$ cat config.mk
export PLATFORM = sky130hd
export DESIGN_NAME = overlapping_window_chunker
export DESIGN_NICKNAME = d
export VERILOG_FILES = /design/src/sv/owc_pkg.sv /design/src/sv/owc_div.sv /design/src/sv/overlapping_window_chunker.sv
export SDC_FILE = /design/constraint.sdc
export NUM_CORES = 1
export LEC_CHECK = 0
export ABC_AREA = 1
export BUFFER_PORTS_ARGS = -buffer_cell sky130_fd_sc_hd__buf_2
export CORE_MARGIN = 8
export CORE_UTILIZATION = 57
export CTS_BUF_LIST = sky130_fd_sc_hd__clkbuf_4 sky130_fd_sc_hd__clkbuf_8
export CTS_CLUSTER_DIAMETER = 100
export DETAILED_ROUTE_END_ITERATION = 12
export PLACE_DENSITY = 0.79
export SLEW_MARGIN = 0
export SYNTH_ARGS = -nofsm -noshare
export SYNTH_HDL_FRONTEND = slang
export SYNTH_SLANG_ARGS = --single-unit
export TNS_END_PERCENT = 10
$ cat constraint.sdc
create_clock -name clk_i -period 4.6 [get_ports clk_i]
set_input_delay 0.92 -clock clk_i [delete_from_list [all_inputs] [get_ports clk_i]]
set_output_delay 0.92 -clock clk_i [all_outputs]
set_load 0.01 [all_outputs]
$ cat src/sv/owc_pkg.sv
// shared types and constants of the overlapping window chunker
`default_nettype none
package owc_pkg;

  localparam int unsigned PosBits           = 40;
  localparam int unsigned OutBits           = PosBits + 1;
  localparam int unsigned LenBits           = 16;
  localparam int unsigned RegBits           = 12;
  localparam int unsigned WinBits           = RegBits + 2;
  localparam int unsigned OvlBits           = RegBits + 1;
  localparam int unsigned MaxWindowsDefault = 31;
  localparam int unsigned PatternLenReset   = 100;
  localparam int unsigned MaxErrorReset     = 0;

  typedef enum logic [1:0] {
    CFG_KEY_LEN   = 2'd0,
    CFG_ERR_LIMIT = 2'd1
  } cfg_idx_e;

  typedef enum logic [2:0] {
    ST_IDLE,
    ST_COUNT,
    ST_WIN,
    ST_OVL,
    ST_TAIL,
    ST_TOO_LONG
  } chunk_state_e;

  typedef struct packed {
    logic [PosBits-1:0] region_begin;
    logic [LenBits-1:0] region_length;
  } region_t;

  typedef struct packed {
    logic [OutBits-1:0] chunk_begin;
    logic [OutBits-1:0] chunk_end;
    logic               chunk_last;
    logic               too_long;
  } chunk_t;

  typedef struct packed {
    logic done;
    logic too_long;
  } div_flags_t;

endpackage
`default_nettype wire

$ cat src/sv/owc_div.sv
// iterative subtract-and-count unit: number of full windows and remainder
`default_nettype none
module owc_div
  import owc_pkg::*;
#(
  parameter int unsigned MAX_WINDOWS = MaxWindowsDefault,
  parameter int unsigned CW          = $clog2(MAX_WINDOWS + 1)
) (
  input  logic               clk_i,
  input  logic               rst_ni,
  input  logic               start_i,
  input  logic [LenBits-1:0] len_i,
  input  logic [WinBits-1:0] win_i,
  output div_flags_t         flags_o,
  output logic [CW-1:0]      nwin_o,
  output logic [LenBits-1:0] rem_o
);

  localparam logic [CW-1:0] CntMax = CW'(MAX_WINDOWS);

  logic               busy_q, busy_d;
  logic [LenBits-1:0] rem_q, rem_d;
  logic [CW-1:0]      cnt_q, cnt_d;
  logic               fits;
  logic               at_max;

  assign fits   = rem_q >= LenBits'(win_i);
  assign at_max = cnt_q == CntMax;

  always_comb begin
    busy_d = busy_q;
    rem_d  = rem_q;
    cnt_d  = cnt_q;
    if (start_i) begin
      busy_d = 1'b1;
      rem_d  = len_i;
      cnt_d  = '0;
    end else if (busy_q) begin
      if (fits && !at_max) begin
        rem_d = rem_q - LenBits'(win_i);
        cnt_d = cnt_q + CW'(1);
      end else begin
        busy_d = 1'b0;
      end
    end
  end

  always_ff @(posedge clk_i or negedge rst_ni) begin
    if (!rst_ni) begin
      busy_q <= 1'b0;
      cnt_q  <= '0;
    end else begin
      busy_q <= busy_d;
      cnt_q  <= cnt_d;
    end
  end

  always_ff @(posedge clk_i) begin
    rem_q <= rem_d;
  end

  assign flags_o.done     = busy_q && !(fits && !at_max);
  assign flags_o.too_long = busy_q && fits && at_max;
  assign nwin_o           = cnt_q;
  assign rem_o            = rem_q;

  a_cnt_bound: assert property (@(posedge clk_i) disable iff (!rst_ni)
    cnt_q <= CntMax)
    else $error("window count beyond limit");

  a_too_long_done: assert property (@(posedge clk_i) disable iff (!rst_ni)
    flags_o.too_long |-> flags_o.done)
    else $error("too_long without done");

  a_done_ends_busy: assert property (@(posedge clk_i) disable iff (!rst_ni)
    flags_o.done && !start_i |=> !busy_q)
    else $error("unit still busy after done");

endmodule
`default_nettype wire

$ cat src/sv/overlapping_window_chunker.sv
// top level: cuts a text region into overlapping candidate windows
// Usage: a region item (begin, length) enters on the in channel when in_valid_i
// is high and in_stall_o is low; only one region is worked on at a time.
// Config (key length, error limit) is written through cfg_we_i/cfg_idx_i/
// cfg_data_i while idle; window length is key length + 2*error limit.
// Per region the subtract unit first counts full windows, one
// compare/subtract per cycle. Then chunks leave one per cycle from the
// output register while the receiver does not stall: each window, an
// overlap chunk before every window but the first, and an optional tail,
// so 2*nwin - 1 or 2*nwin chunks (one with no window). A region
// that holds more than MAX_WINDOWS windows (or a zero window) gives one
// too_long item.
// The next region is taken as soon as the last chunk sits in the output
// register.
// When the receiver stalls, the output register holds its item and the
// chunk sequence pauses. Reset clears the sequencer and the output valid
// and loads key length 100, error limit 0.
`default_nettype none
module overlapping_window_chunker
  import owc_pkg::*;
#(
  parameter int unsigned MAX_WINDOWS = MaxWindowsDefault
) (
  input  logic               clk_i,
  input  logic               rst_ni,
  input  logic               cfg_we_i,
  input  logic [1:0]         cfg_idx_i,
  input  logic [RegBits-1:0] cfg_data_i,
  input  logic               in_valid_i,
  output logic               in_stall_o,
  input  region_t            in_item_i,
  output logic               out_valid_o,
  input  logic               out_stall_i,
  output chunk_t             out_item_o
);

  localparam int unsigned CW = $clog2(MAX_WINDOWS + 1);

  logic [RegBits-1:0] pat_len_q, max_err_q;
  logic [WinBits-1:0] win;
  logic [OvlBits-1:0] ovl;

  chunk_state_e       state_q, state_d;
  logic [PosBits-1:0] base_q, base_d;
  logic [OutBits-1:0] end_q, end_d;
  logic [OutBits-1:0] cur_q, cur_d;
  logic [LenBits-1:0] off_q, off_d;
  logic [LenBits-1:0] span_q, span_d;
  logic [CW-1:0]      idx_q, idx_d;
  logic               out_valid_q, out_valid_d;
  chunk_t             out_q, out_d;

  logic               in_accept;
  logic               out_free;
  logic               load;
  logic               last_win;
  logic               tail_needed;
  div_flags_t         div_flags;
  logic [CW-1:0]      nwin;
  logic [LenBits-1:0] div_rem;

  assign win = WinBits'(pat_len_q) + {1'b0, max_err_q, 1'b0};
  assign ovl = OvlBits'(pat_len_q) + OvlBits'(max_err_q);

  always_ff @(posedge clk_i or negedge rst_ni) begin
    if (!rst_ni) begin
      pat_len_q <= RegBits'(PatternLenReset);
      max_err_q <= RegBits'(MaxErrorReset);
    end else if (cfg_we_i) begin
      case (cfg_idx_i)
        CFG_KEY_LEN:   pat_len_q <= cfg_data_i;
        CFG_ERR_LIMIT: max_err_q <= cfg_data_i;
        default:       ;
      endcase
    end
  end

  assign in_stall_o = state_q != ST_IDLE;
  assign in_accept  = in_valid_i && !in_stall_o;
  assign out_free   = !out_valid_q || !out_stall_i;

  owc_div #(
    .MAX_WINDOWS(MAX_WINDOWS),
    .CW         (CW)
  ) u_div (
    .clk_i  (clk_i),
    .rst_ni (rst_ni),
    .start_i(in_accept),
    .len_i  (in_item_i.region_length),
    .win_i  (win),
    .flags_o(div_flags),
    .nwin_o (nwin),
    .rem_o  (div_rem)
  );

  assign last_win    = ({1'b0, idx_q} + (CW + 1)'(1)) == {1'b0, nwin};
  assign tail_needed = (nwin == '0) || (div_rem > LenBits'(ovl));

  // next state
  always_comb begin
    state_d = state_q;
    case (state_q)
      ST_IDLE: begin
        if (in_accept) state_d = ST_COUNT;
      end
      ST_COUNT: begin
        if (div_flags.done) begin
          if (div_flags.too_long) state_d = ST_TOO_LONG;
          else if (nwin == '0)    state_d = ST_TAIL;
          else                    state_d = ST_WIN;
        end
      end
      ST_WIN: begin
        if (out_free) begin
          if (!last_win)        state_d = ST_OVL;
          else if (tail_needed) state_d = ST_TAIL;
          else                  state_d = ST_IDLE;
        end
      end
      ST_OVL: begin
        if (out_free) state_d = ST_WIN;
      end
      ST_TAIL, ST_TOO_LONG: begin
        if (out_free) state_d = ST_IDLE;
      end
      default: state_d = ST_IDLE;
    endcase
  end

  // datapath and output register loading
  always_comb begin
    base_d = base_q;
    end_d  = end_q;
    cur_d  = cur_q;
    off_d  = off_q;
    span_d = span_q;
    idx_d  = idx_q;
    load   = 1'b0;
    out_d  = out_q;
    case (state_q)
      ST_IDLE: begin
        if (in_accept) begin
          base_d = in_item_i.region_begin;
          cur_d  = OutBits'(in_item_i.region_begin);
          end_d  = OutBits'(in_item_i.region_begin) + OutBits'(in_item_i.region_length);
          off_d  = '0;
          span_d = in_item_i.region_length;
          idx_d  = '0;
        end
      end
      ST_WIN: begin
        load              = out_free;
        out_d.chunk_begin = cur_q;
        out_d.chunk_end   = cur_q + OutBits'(win);
        out_d.chunk_last  = last_win && !tail_needed;
        out_d.too_long    = 1'b0;
        if (out_free) begin
          cur_d  = cur_q + OutBits'(win);
          off_d  = off_q + LenBits'(win);
          span_d = span_q - LenBits'(win);
          idx_d  = idx_q + CW'(1);
        end
      end
      ST_OVL: begin
        load              = out_free;
        // overlap chunk around the next window start, clamped to the region
        out_d.chunk_begin = (off_q >= LenBits'(ovl)) ? cur_q - OutBits'(ovl)
                                                     : OutBits'(base_q);
        out_d.chunk_end   = (span_q >= LenBits'(ovl)) ? cur_q + OutBits'(ovl) : end_q;
        out_d.chunk_last  = 1'b0;
        out_d.too_long    = 1'b0;
      end
      ST_TAIL: begin
        load              = out_free;
        out_d.chunk_begin = cur_q;
        out_d.chunk_end   = end_q;
        out_d.chunk_last  = 1'b1;
        out_d.too_long    = 1'b0;
      end
      ST_TOO_LONG: begin
        load              = out_free;
        out_d.chunk_begin = '0;
        out_d.chunk_end   = '0;
        out_d.chunk_last  = 1'b1;
        out_d.too_long    = 1'b1;
      end
      default: ;
    endcase
    out_valid_d = load || (out_valid_q && out_stall_i);
  end

  always_ff @(posedge clk_i or negedge rst_ni) begin
    if (!rst_ni) begin
      state_q     <= ST_IDLE;
      out_valid_q <= 1'b0;
      idx_q       <= '0;
    end else begin
      state_q     <= state_d;
      out_valid_q <= out_valid_d;
      idx_q       <= idx_d;
    end
  end

  always_ff @(posedge clk_i) begin
    base_q <= base_d;
    end_q  <= end_d;
    cur_q  <= cur_d;
    off_q  <= off_d;
    span_q <= span_d;
    if (load) out_q <= out_d;
  end

  assign out_valid_o = out_valid_q;
  assign out_item_o  = out_q;

  a_chunk_order: assert property (@(posedge clk_i) disable iff (!rst_ni)
    out_valid_o && !out_item_o.too_long |-> out_item_o.chunk_begin <= out_item_o.chunk_end)
    else $error("chunk begin after chunk end");

  a_too_long_form: assert property (@(posedge clk_i) disable iff (!rst_ni)
    out_valid_o && out_item_o.too_long |->
      out_item_o.chunk_last && out_item_o.chunk_begin == '0 && out_item_o.chunk_end == '0)
    else $error("malformed too_long item");

  a_load_when_free: assert property (@(posedge clk_i) disable iff (!rst_ni)
    load |-> out_free)
    else $error("output register overwritten while stalled");

  a_idle_after_last: assert property (@(posedge clk_i) disable iff (!rst_ni)
    load && out_d.chunk_last |=> state_q == ST_IDLE)
    else $error("sequencer busy after last chunk");

endmodule
`default_nettype wire

Word level (Yosys, flattened, before mapping):

Cells that the tools add are included.

* bits of input ports: 75
* bits in registers: 293

* muxes and demuxes: 35
* order comparisons: 4
* equality and inequality tests: 13
* add/sub/neg operators: 12
* reductions and logical operators: 33

Operators by type and width (number)
* $pmux 84 s4: 1
* $mux 41: 4
* $mux 16: 7
* $pmux 41 s2: 1
* $pmux 16 s2: 2
* $add 40x16->41: 1
* $add 41x13->41: 1
* $add 41x14->41: 1
* $sub 41x13->41: 1
* $ge 16x13->1: 2
* $sub 16x14->16: 2
* $mux 3: 9
* $mux 5: 5
* $add 16x14->16: 1
* $ge 16x14->1: 1
* $gt 16x13->1: 1
* $pmux 3 s5: 1
* $add 12x13->14: 1
* $add 12x12->13: 1
* $add 5x1->5 const B: 2
* $ne 2x2->1 const B: 5
* $pmux 5 s2: 1
* $reduce_and 2->1: 5
* $logic_and 1x1->1: 7
* 20 further kinds: 34

Logic depth before layout (Yosys ltp):

Gate-level depths: netlist of run 1.

* depth after elaboration: 7
* depth in mapped cells: 26
* mapped depth without buffers: 26

Modules after synthesis:

A second synthesis of run 1 with hierarchy kept.

* cell total of the unflattened synthesis: 2925
* area total of the unflattened synthesis: 22451.5 sq um

Modules (own cells, without submodules)
* overlapping_window_chunker: cells an instance 2653, times used 1, area each 20566.0 sq um
* owc_div: cells an instance 272, times used 1, area each 1885.6 sq um

Worst setup path after synthesis of run 1:

No wires, ideal clock.

* path kind: input to register
* start point: in out_stall_i
* end point: reg out_q, in the netlist out_item_o[0] (enable)
* data arrival time: 4.579 ns
* setup slack: -0.506 ns
* stages: 3
* cells stage by stage: nand2_1 > inv_1 > nor2_1

* cells in the longest elaborated chain, start to end: 4

RTL lines
* start: declaration: RTL line overlapping_window_chunker.sv:33 `input logic out_stall_i,`
* $logic_not 1->1: RTL line overlapping_window_chunker.sv:80 `assign out_free = !out_valid_q || !out_stall_i;`
* $logic_or 1x1->1: RTL line overlapping_window_chunker.sv:80
* $mux 1: RTL line overlapping_window_chunker.sv:140 `case (state_q)`
* $reduce_and 2->1 (no source line)
* end signal: assignment: RTL line overlapping_window_chunker.sv:210 `if (load) out_q <= out_d;`
* end: declaration: RTL line overlapping_window_chunker.sv:51 `chunk_t out_q, out_d;`

Every way passes these cells.
A chain may end at the register's enable or synchronous reset.

==> results of run 1 <==
-- cell usage in the layout, fill, tap and decap left out, types with 5 or more instances in the layout --
cell type and count:
nand2_1 776, inv_1 321, edfxtp_1 254, nand3_1 244, nor2_1 164, buf_2 160
o21ai_0 150, ha_1 149, xor2_1 121, a21oi_1 120, buf_4 111, nand3b_1 79
clkbuf_8 57, nor3_1 40, nand4_1 36, dfrtp_1 36, xnor2_1 32, clkbuf_4 22
or2_2 18, nor4_1 16, nor2_2 12, o21ai_1 12, nand2_2 11, clkinv_1 11
nand3_2 9, o21a_1 9, a31oi_1 9, a21oi_2 8, fa_1 8, o21bai_1 7
a21boi_0 7, o31ai_1 6, inv_2 5, nor2_4 5, o22ai_1 5
-- critical path, cell delays in order (launching register included) --
cell and delay [ps]:
dfrtp_1 380, ha_1 180, inv_1 60, fa_1 390, inv_1 120, nand2_1 60, nand2_1 90, nand2_1 70
o21ai_0 200, xor2_1 300, buf_4 210, ha_1 250, a21oi_1 180, nor2_1 60, o21ai_0 170, nand2_1 100
a21oi_2 340, nor2_1 90, buf_4 180, nand3_1 170, nor2_1 90, xor2_1 140, nand2_1 80, nand3_1 80
nand3_1 90
-- how the worst max path moves through the flow --
| stage | to | slack, ps | cells after the start |
|---|---|---|---|
| finish | out_item_o[41]$_DFFE_PP_ | 250 | 24 |
| global route | cur_q[29]$_DFFE_PP_ | -40 | 23 |
| CTS | cur_q[29]$_DFFE_PP_ | 60 | 22 |
| detailed placement | out_item_o[31]$_DFFE_PP_ | 80 | 22 |
| global placement | cur_q[29]$_DFFE_PP_ | 190 | 22 |
| floorplan | u_div.rem_o[0]$_DFFE_PP_ | 440 | 4 |
-- kinds of logic (layout without fill, tap and decap cells) --
logic type / after synthesis / count (layout) / share of synthesized area (%)
simple gates: 1428 / 1428 / 29.0
buf+inv: 414 / 697 / 7.51
compound gates: 352 / 352 / 8.78
flops: 293 / 293 / 39.2
fa+ha+maj: 159 / 159 / 9.37
xor+xnor: 154 / 154 / 6.14
-- metal layers --
metal	global-route usage [%]	routed length [µm]	up-vias
met5	0	13	-
li1	-	-	9851
met1	48.7	32600	9824
met4	9.23	1930	2
met3	8.27	9970	149
met2	50.6	32500	1181
-- what timing repair did --
item | CTS | global route
hold buffers | 0 | 0
setup buffers | 0 | 6
setup endpoints to repair | 0 | 69
gates resized for setup | 0 | 20
-- final cells by class --
cell class | instances | share of cell area [%]
repair buffers | 274 | 6.76
well taps | 518 | 2.59
clock buffers | 79 | 3.79
multi-input cells | 2093 | 47.3
clock inverters | 18 | 0.350
flip-flops and latches | 293 | 34.4
inverters | 326 | 4.88
-- synth_stat cells, drive strengths merged, types with 4 or more instances --
master	n
nand2	791
inv	326
edfxtp	254
nand3	253
nor2	181
o21ai	165
ha	150
a21oi	129
xor2	122
nand3b	79
clkbuf	49
nor3	41
buf	39
dfrtp	36
nand4	36
xnor2	32
or2	22
nor4	18
a21boi	9
a31oi	9
fa	9
o21a	9
o21bai	7
o31ai	7
o22ai	5
a21o	4
-- state kept, by name, summed over array words and instances, names as in the netlist --
signal and flops:
state_q 3, out_valid_o 1, base_q 40, off_q 16, max_err_q 12, pat_len_q 12
u_div.nwin_o 5, idx_q 5, u_div.rem_o 16, span_q 16, cur_q 41, out_item_o 84
u_div.busy_q 1, end_q 41
-- metrics by stage --
stage | hold WS (ps) | utilization, % | total power [mW] | setup TNS (ps)
floorplan | 478 | - | 14.1 | 0
finish | 385 | 65.3 | 21.7 | 0
detailed placement | 523 | 62.2 | 18.8 | 0
global placement | 510 | 62.2 | 18.4 | 0
CTS | 381 | 64.9 | 21.3 | 0
global route | 423 | 65.3 | 23.3 | -53.2
-- power by group through the flow --
| stage | registers [mW] | logic [mW] | clock network [mW] |
|---|---|---|---|
| after global routing | 5.97 | 14.7 | 2.64 |
| after detailed placement | 5.87 | 12.9 | 0 |
| after floorplan | 5.58 | 8.55 | 0 |
| after CTS | 5.83 | 13.0 | 2.53 |
| after global placement | 5.83 | 12.6 | 0 |
| final | 5.89 | 13.3 | 2.50 |
==> results.md, run 1 <==
- Synthesis-to-finish area growth: 14.1%
- Final Slew Violations: 0
- Hold Vio Cnt, Final: 0
- Die area: 0.0451 mm²
- Sequential area share after synthesis: 39.2%
- P_sw: 10.9 mW
- I/O pin total: 161
- Gr usage total: 33.9%
- Register area: 0.00861 mm²
- Worst path arrival time: 4740 ps
- Avg Inst Size Synth: 7.84 µm²
- P per Cell Area: 867 mW/mm²
- Initial antenna violation count: 1
- Outcome: finished clean
- Global placer's final weighted congestion: 0.967
- CTS Buf Count: 53
- Post-route DRC: 0
- Iteration-0 DRC Markers: 2449
- Core area: 0.0384 mm²
- Die W: 212 µm
- Starting density of the core: 57.2%
- VDD IR max: 0.00105 V
- Crit path launch: max_err_q[0]$_DFFE_PN0P_
- Number of unique standard cell types used by synthesis: 52
- Crit-path max FO: 7
- Power share of the clock group: 11.5%
- Int Power: 10.8 mW
- Post-Layout Cell Count: 3601
- Comb pwr share: 61.3%
- Worst setup path category: reg2reg
- Largest net degree at the start of global routing: 77
- F_max: 0.230 GHz
- Top post-synthesis cells by area: edfxtp_1 35%, nand2_1 13%, ha_1 8.5%
- # nets final: 3275
- Leakage dissipation: 11.6 nW
- Post-place instance area: 0.0239 mm²
- R2R Setup Slk: 250 ps
- Via count: 21000
- Ratio of cells with drive above 1 in the final layout: 14.5%
- Synth Instances: 2800
- Tcrit/Tclk final: 94.6%
- Fin area: 0.0251 mm²
- Slew @ Worst Pin: 1130 ps
- Post-Place Worst Slack: 77.9 ps
- Post-Syn Area: 0.0220 mm²
- Clock buffer depth: 3
- Warning count from the yosys run: 0
- RSZ-0062 raised after global routing: true
- Top-area cell type share of the netlist area: 34.7%
- Reg2Reg Depth: 24
- Global-route wire length before repair: 117 mm
- Vias in the first global route: 20400
- Crit end category: register
- Worst-skew pair later-pin latency: 670 ps
- Setup Viol. Count Final: 0
- Die span in y: 212 µm
- Final WS setup: 249 ps
- Async S/R FF share, synth: 13.3%
- Flops & latches, synth: 293
- Total wire length: 77.0 mm
- R2r startpoint: max_err_q[0]$_DFFE_PN0P_
- Net count after synthesis: 3034
- Clock slew at reported path FFs: 60 ps
- Number of synthesized flops with an enable pin: 254
- Sw Share: 50.3%
- DRT antenna net count: 0
- CTS tree: done
- Average wire per standard cell: 21.4 µm
- Via density per instance: 5.83
- Root buffer cell: clkbuf_8
- Critical path required time: 4990 ps
- R2r endpoint: out_item_o[41]$_DFFE_PP_
- Area of the multi-input gates: 0.0118 mm²
- Primary FF master, synth: edfxtp_1
- HP Class: in2async
- ANT cells: 0
- PortBufs: 160
- HPWL Detailed: 59.8 mm
- Seq pwr share: 27.1%
- Area leader, netlist: edfxtp_1
- Fill count: 3356
- Slew margin rel.: 24.9%
- Congestion Overflow GR: 0
- Clk_skew: 25.7 ps
- Setup crit start kind: register
- CTS sink count: 293
- Drt first pass iters: 6
- # rows: 72
- Max Cap Viol: 0
- Final min period: 4350 ps
- DP Cell Count: 3498
- CTS H-tree depth: 2
Note: power is estimated with default switching activity, not from simulation.
==> inputs of run 2 (changes only) <==
ABC_AREA = not set   (was 1)
==> run 2 against run 1 <==
Against the previous run:
- highest routed layer unchanged
- wire length shrank 7.3%
- flip-flop and latch count is the same
- first-iteration DRC count is the same
- clock skew grew 39 ps
- synthesized cell count shrank 25%
- the flow now finishes with violations (setup timing)
- non-clock buffer count grew 156
- via count shrank 8.4%
- combinational power grew 11%
- largest power group unchanged
==> results.md, run 2 <==
- Flops & latches, synth: 293 (unchanged)
- Crit path max-delay family: compound AO/OA/AOI/OAI gates (was simple AND/OR/NAND/NOR gates)
- Top flop regs: out_item_o x84, cur_q x41, end_q x41 (unchanged)
- Iteration-0 DRC Markers: 2449 (unchanged)
- Primary FF master, synth: edfxtp_1 (unchanged)
- Total wire length: 71.5 mm (was 77.0 mm)
- Net count after synthesis: 2329 (was 3034)
- Worst path arrival time: 4980 ps (was 4740 ps)
- Crit-path max FO: 7 (unchanged)
- Top post-synthesis cells by area: edfxtp_1 37%, ha_1 9.2%, xnor2_1 4.8% (was edfxtp_1 35%, nand2_1 13%, ha_1 8.5%)
- Outcome: finished with violations (was finished clean)
- RSZ-0062 raised after global routing: true (unchanged)
- Area leader, netlist: edfxtp_1 (unchanged)
- Most frequent cell after synthesis: edfxtp_1 (was nand2_1)
- Biggest cell delay along the critical path: 530 ps (was 390 ps)
- Post-Syn Area: 0.0203 mm² (was 0.0220 mm²)
- # rows: 69 (was 72)
- F_max: 0.216 GHz (was 0.230 GHz)
- Slew margin rel.: 32.5% (was 24.9%)
- Setup crit start kind: register (unchanged)
- # nets final: 2711 (was 3275)
- Largest net degree at the start of global routing: 63 (was 77)
- Worst-skew pair later-pin latency: 680 ps (was 670 ps)
- Max Cap Viol: 0 (unchanged)
- Clk_skew: 65.0 ps (was 25.7 ps)
- Average wire per standard cell: 24.0 µm (was 21.4 µm)
- Tcrit/Tclk final: 100% (was 94.6%)
- Async S/R FF share, synth: 13.3% (unchanged)
- PortBufs: 160 (unchanged)
- Max stage delay cell, worst path: dfstp_2 (was fa_1)
- Sequential area share after synthesis: 42.3% (was 39.2%)
- Setup_tns: -29.1 ps (was 0 ps)
- Top-area cell type share of the netlist area: 37.5% (was 34.7%)
- Global-route wire length before repair: 105 mm (was 117 mm)
- Failing checks: setup timing
- Power share of the clock group: 11.4% (was 11.5%)
- Post-synth top cells: 254 x edfxtp_1, 233 x nand2_1, 156 x nor2_1 (was 778 x nand2_1, 322 x inv_1, 254 x edfxtp_1)
- Crit end category: register (unchanged)
- Via density per instance: 6.46 (was 5.83)
- CTS Buf Count: 50 (was 53)
- Worst setup path category: reg2reg (unchanged)
- Die area: 0.0420 mm² (was 0.0451 mm²)
- HP Class: in2async (unchanged)
- Max reg flops: 84 (unchanged)
- Post-Place Worst Slack: -546 ps (was 77.9 ps)
- Initial antenna violation count: 1 (unchanged)
- I/O pin total: 161 (unchanged)
- P_sw: 10.5 mW (was 10.9 mW)
- Root buffer cell: clkbuf_8 (unchanged)
- Commonest cells after routing, fill and taps aside: 254 x edfxtp_1, 246 x buf_4, 229 x nand2_1, 160 x buf_2, 146 x nor2_1 (was 776 x nand2_1, 321 x inv_1, 254 x edfxtp_1, 244 x nand3_1, 164 x nor2_1)
- Die W: 205 µm (was 212 µm)
- Commonest non-fill, non-tap cell in the layout: edfxtp_1 (was nand2_1)
- Final min period: 4620 ps (was 4350 ps)
- Worst path cell trace: buf_4, ha_1, a21o_1, a21oi_2, o21ai_2, a21oi_2, buf_4, xnor2_1, ha_1, o21a_1, nor2_1, o31ai_4, o2111ai_2, buf_4, and2_4, buf_8, nor2b_2, xnor2_2, o21ai_1, nor2_1, a221oi_2 (was ha_1, inv_1, fa_1, inv_1, nand2_1, nand2_1, nand2_1, o21ai_0, xor2_1, buf_4, ha_1, a21oi_1, nor2_1, o21ai_0, nand2_1, a21oi_2, nor2_1, buf_4, nand3_1, nor2_1, xor2_1, nand2_1, nand3_1, nand3_1)
- Clock buffer depth: 3 (unchanged)
- HPWL Detailed: 51.2 mm (was 59.8 mm)
- WP buf/inv: 4 (unchanged)
- Top cell by count, worst path: buf_4 (was nand2_1)
- Gr usage total: 32.0% (was 33.9%)
- Critical path required time: 4960 ps (was 4990 ps)
- DRT antenna net count: 0 (unchanged)
- Largest Register: out_item_o (unchanged)
- Sw Share: 46.6% (was 50.3%)
- Cts hold-fix bufs: 0 (unchanged)
- Number of unique standard cell types used by synthesis: 92 (was 52)
- Setup Viol. Count Final: 3 (was 0)
- Clock slew at reported path FFs: 60 ps (about the same)
- Global placer's final weighted congestion: 0.982 (was 0.967)
- Drt first pass iters: 6 (unchanged)
- Synth Instances: 2095 (was 2800)
- Congestion Overflow GR: 0 (unchanged)
- P per Cell Area: 878 mW/mm² (was 867 mW/mm²)
- CTS sink count: 293 (unchanged)
- Post-route DRC: 0 (unchanged)
- Number of synthesized flops with an enable pin: 254 (unchanged)
- Comb pwr share: 65.4% (was 61.3%)
- Warning count from the yosys run: 0 (unchanged)
- Die span in y: 205 µm (was 212 µm)
- Core area: 0.0354 mm² (was 0.0384 mm²)
- Avg Inst Size Synth: 9.71 µm² (was 7.84 µm²)
- Final Slew Violations: 0 (unchanged)
- VDD IR max: 0.000542 V (was 0.00105 V)
- Vias in the first global route: 18600 (was 20400)
- Final WS setup: -20.0 ps (was 249 ps)
- Synthesis-to-finish area growth: 25.6% (was 14.1%)
- Hold Vio Cnt, Final: 0 (unchanged)
- Int Power: 12.0 mW (was 10.8 mW)
- Leakage dissipation: 10.6 nW (was 11.6 nW)
- Seq pwr share: 23.2% (was 27.1%)
- CTS tree: done (unchanged)
- Starting density of the core: 57.5% (was 57.2%)
- Ratio of cells with drive above 1 in the final layout: 28.3% (was 14.5%)
- CTS H-tree depth: 2 (unchanged)
- Via count: 19200 (was 21000)
- Slew @ Worst Pin: 1010 ps (was 1130 ps)
==> run 2: kinds of logic after synthesis <==
kind of cell,count (synthesis),synth area share (%)
AND/OR/NAND/NOR,652,15.1
AO/OA/AOI/OAI,536,17.2
flip-flops,293,42.3
buffers and inverters,206,3.95
XOR/XNOR,183,7.92
adder cells (fa/ha/maj),161,10.2
multiplexers,64,3.32
==> run 2: timing repair <==
action / 4_1_cts / 5_1_grt
gates resized for setup: 62 / 142
setup buffers: 5 / 21
pin swaps: 20 / 58
cloned: 0 / 2
setup endpoints to repair: 139 / 137
==> run 2: path summary, 6_finish.rpt <==
kind | start | end | slack (ps) | cells past startpoint
setup / recovery | pat_len_q[2]$_DFFE_PN1P_ | out_item_o[20]$_DFFE_PP_ | -20 | 21
hold / removal | rst_ni | max_err_q[5]$_DFFE_PN0P_ | 440 | 1
setup reg to reg | pat_len_q[2]$_DFFE_PN1P_ | out_item_o[20]$_DFFE_PP_ | -20 | 21
hold reg to reg | out_valid_o$_DFF_PN0_ | out_valid_o$_DFF_PN0_ | 540 | 2
max in group asynchronous | rst_ni | idx_q[4]$_DFFE_PN0P_ | 3530 | 1
min in group clk_i | in_item_i[17] | base_q[1]$_DFFE_PP_ | 490 | 1
==> run 2: per-stage QoR <==
stage / hold WS, ps / total power [mW] / utilization (%) / std cells / area, µm²
after CTS: 437 / 21.0 / 69.5 / 2957 / 24600
after global placement: 504 / 17.7 / 65.7 / 2858 / 23300
after global routing: 468 / 23.6 / 72.2 / 2980 / 25600
after floorplan: 501 / 12.8 / - / 2095 / 20300
after detailed placement: 522 / 18.1 / 65.7 / 2858 / 23300
final: 444 / 22.4 / 72.2 / 2982 / 25600
==> run 2: layout make-up <==
class                           count  area, µm²
Fill cell                        2492       9840
Clock buffer                       73        898
Inverter                          106        409
Tap cell                          461        577
Antenna cell                        2       5.00
Timing Repair Buffer              430       3020
Clock inverter                     21        174
Multi-Input combinational cell   1596      11900
Sequential cell                   293       8610
==> run 2: power groups by stage <==
stage	logic [mW]	registers, mW	clock network [mW]
2_1_floorplan	7.75	5.10	0
3_3_place_gp	12.6	5.12	0
3_5_place_dp	13.0	5.17	0
4_1_cts	13.3	5.13	2.58
5_1_grt	15.6	5.29	2.69
6_report	14.7	5.20	2.56
==> run 2: worst reg2reg max path, delay by kind of cell (launching register included) <==
family / cells / cell delay (ps)
AOI/OAI and AO/OA: 9 / 1260
xor gates and xnor gates: 2 / 550
adders and majority gates: 2 / 610
buffers and inverters: 4 / 560
DFF: 1 / 530
and+or+nand+nor: 4 / 820
==> run 2: metal layers <==
metal / vias to the layer above / part of all wire (%) / global-route usage [%]
met5: - / 0.022 / 0
met2: 1347 / 45 / 50.0
met4: 2 / 6.6 / 18.0
met3: 341 / 11 / 6.14
li1: 8492 / - / -
met1: 9067 / 37 / 41.5
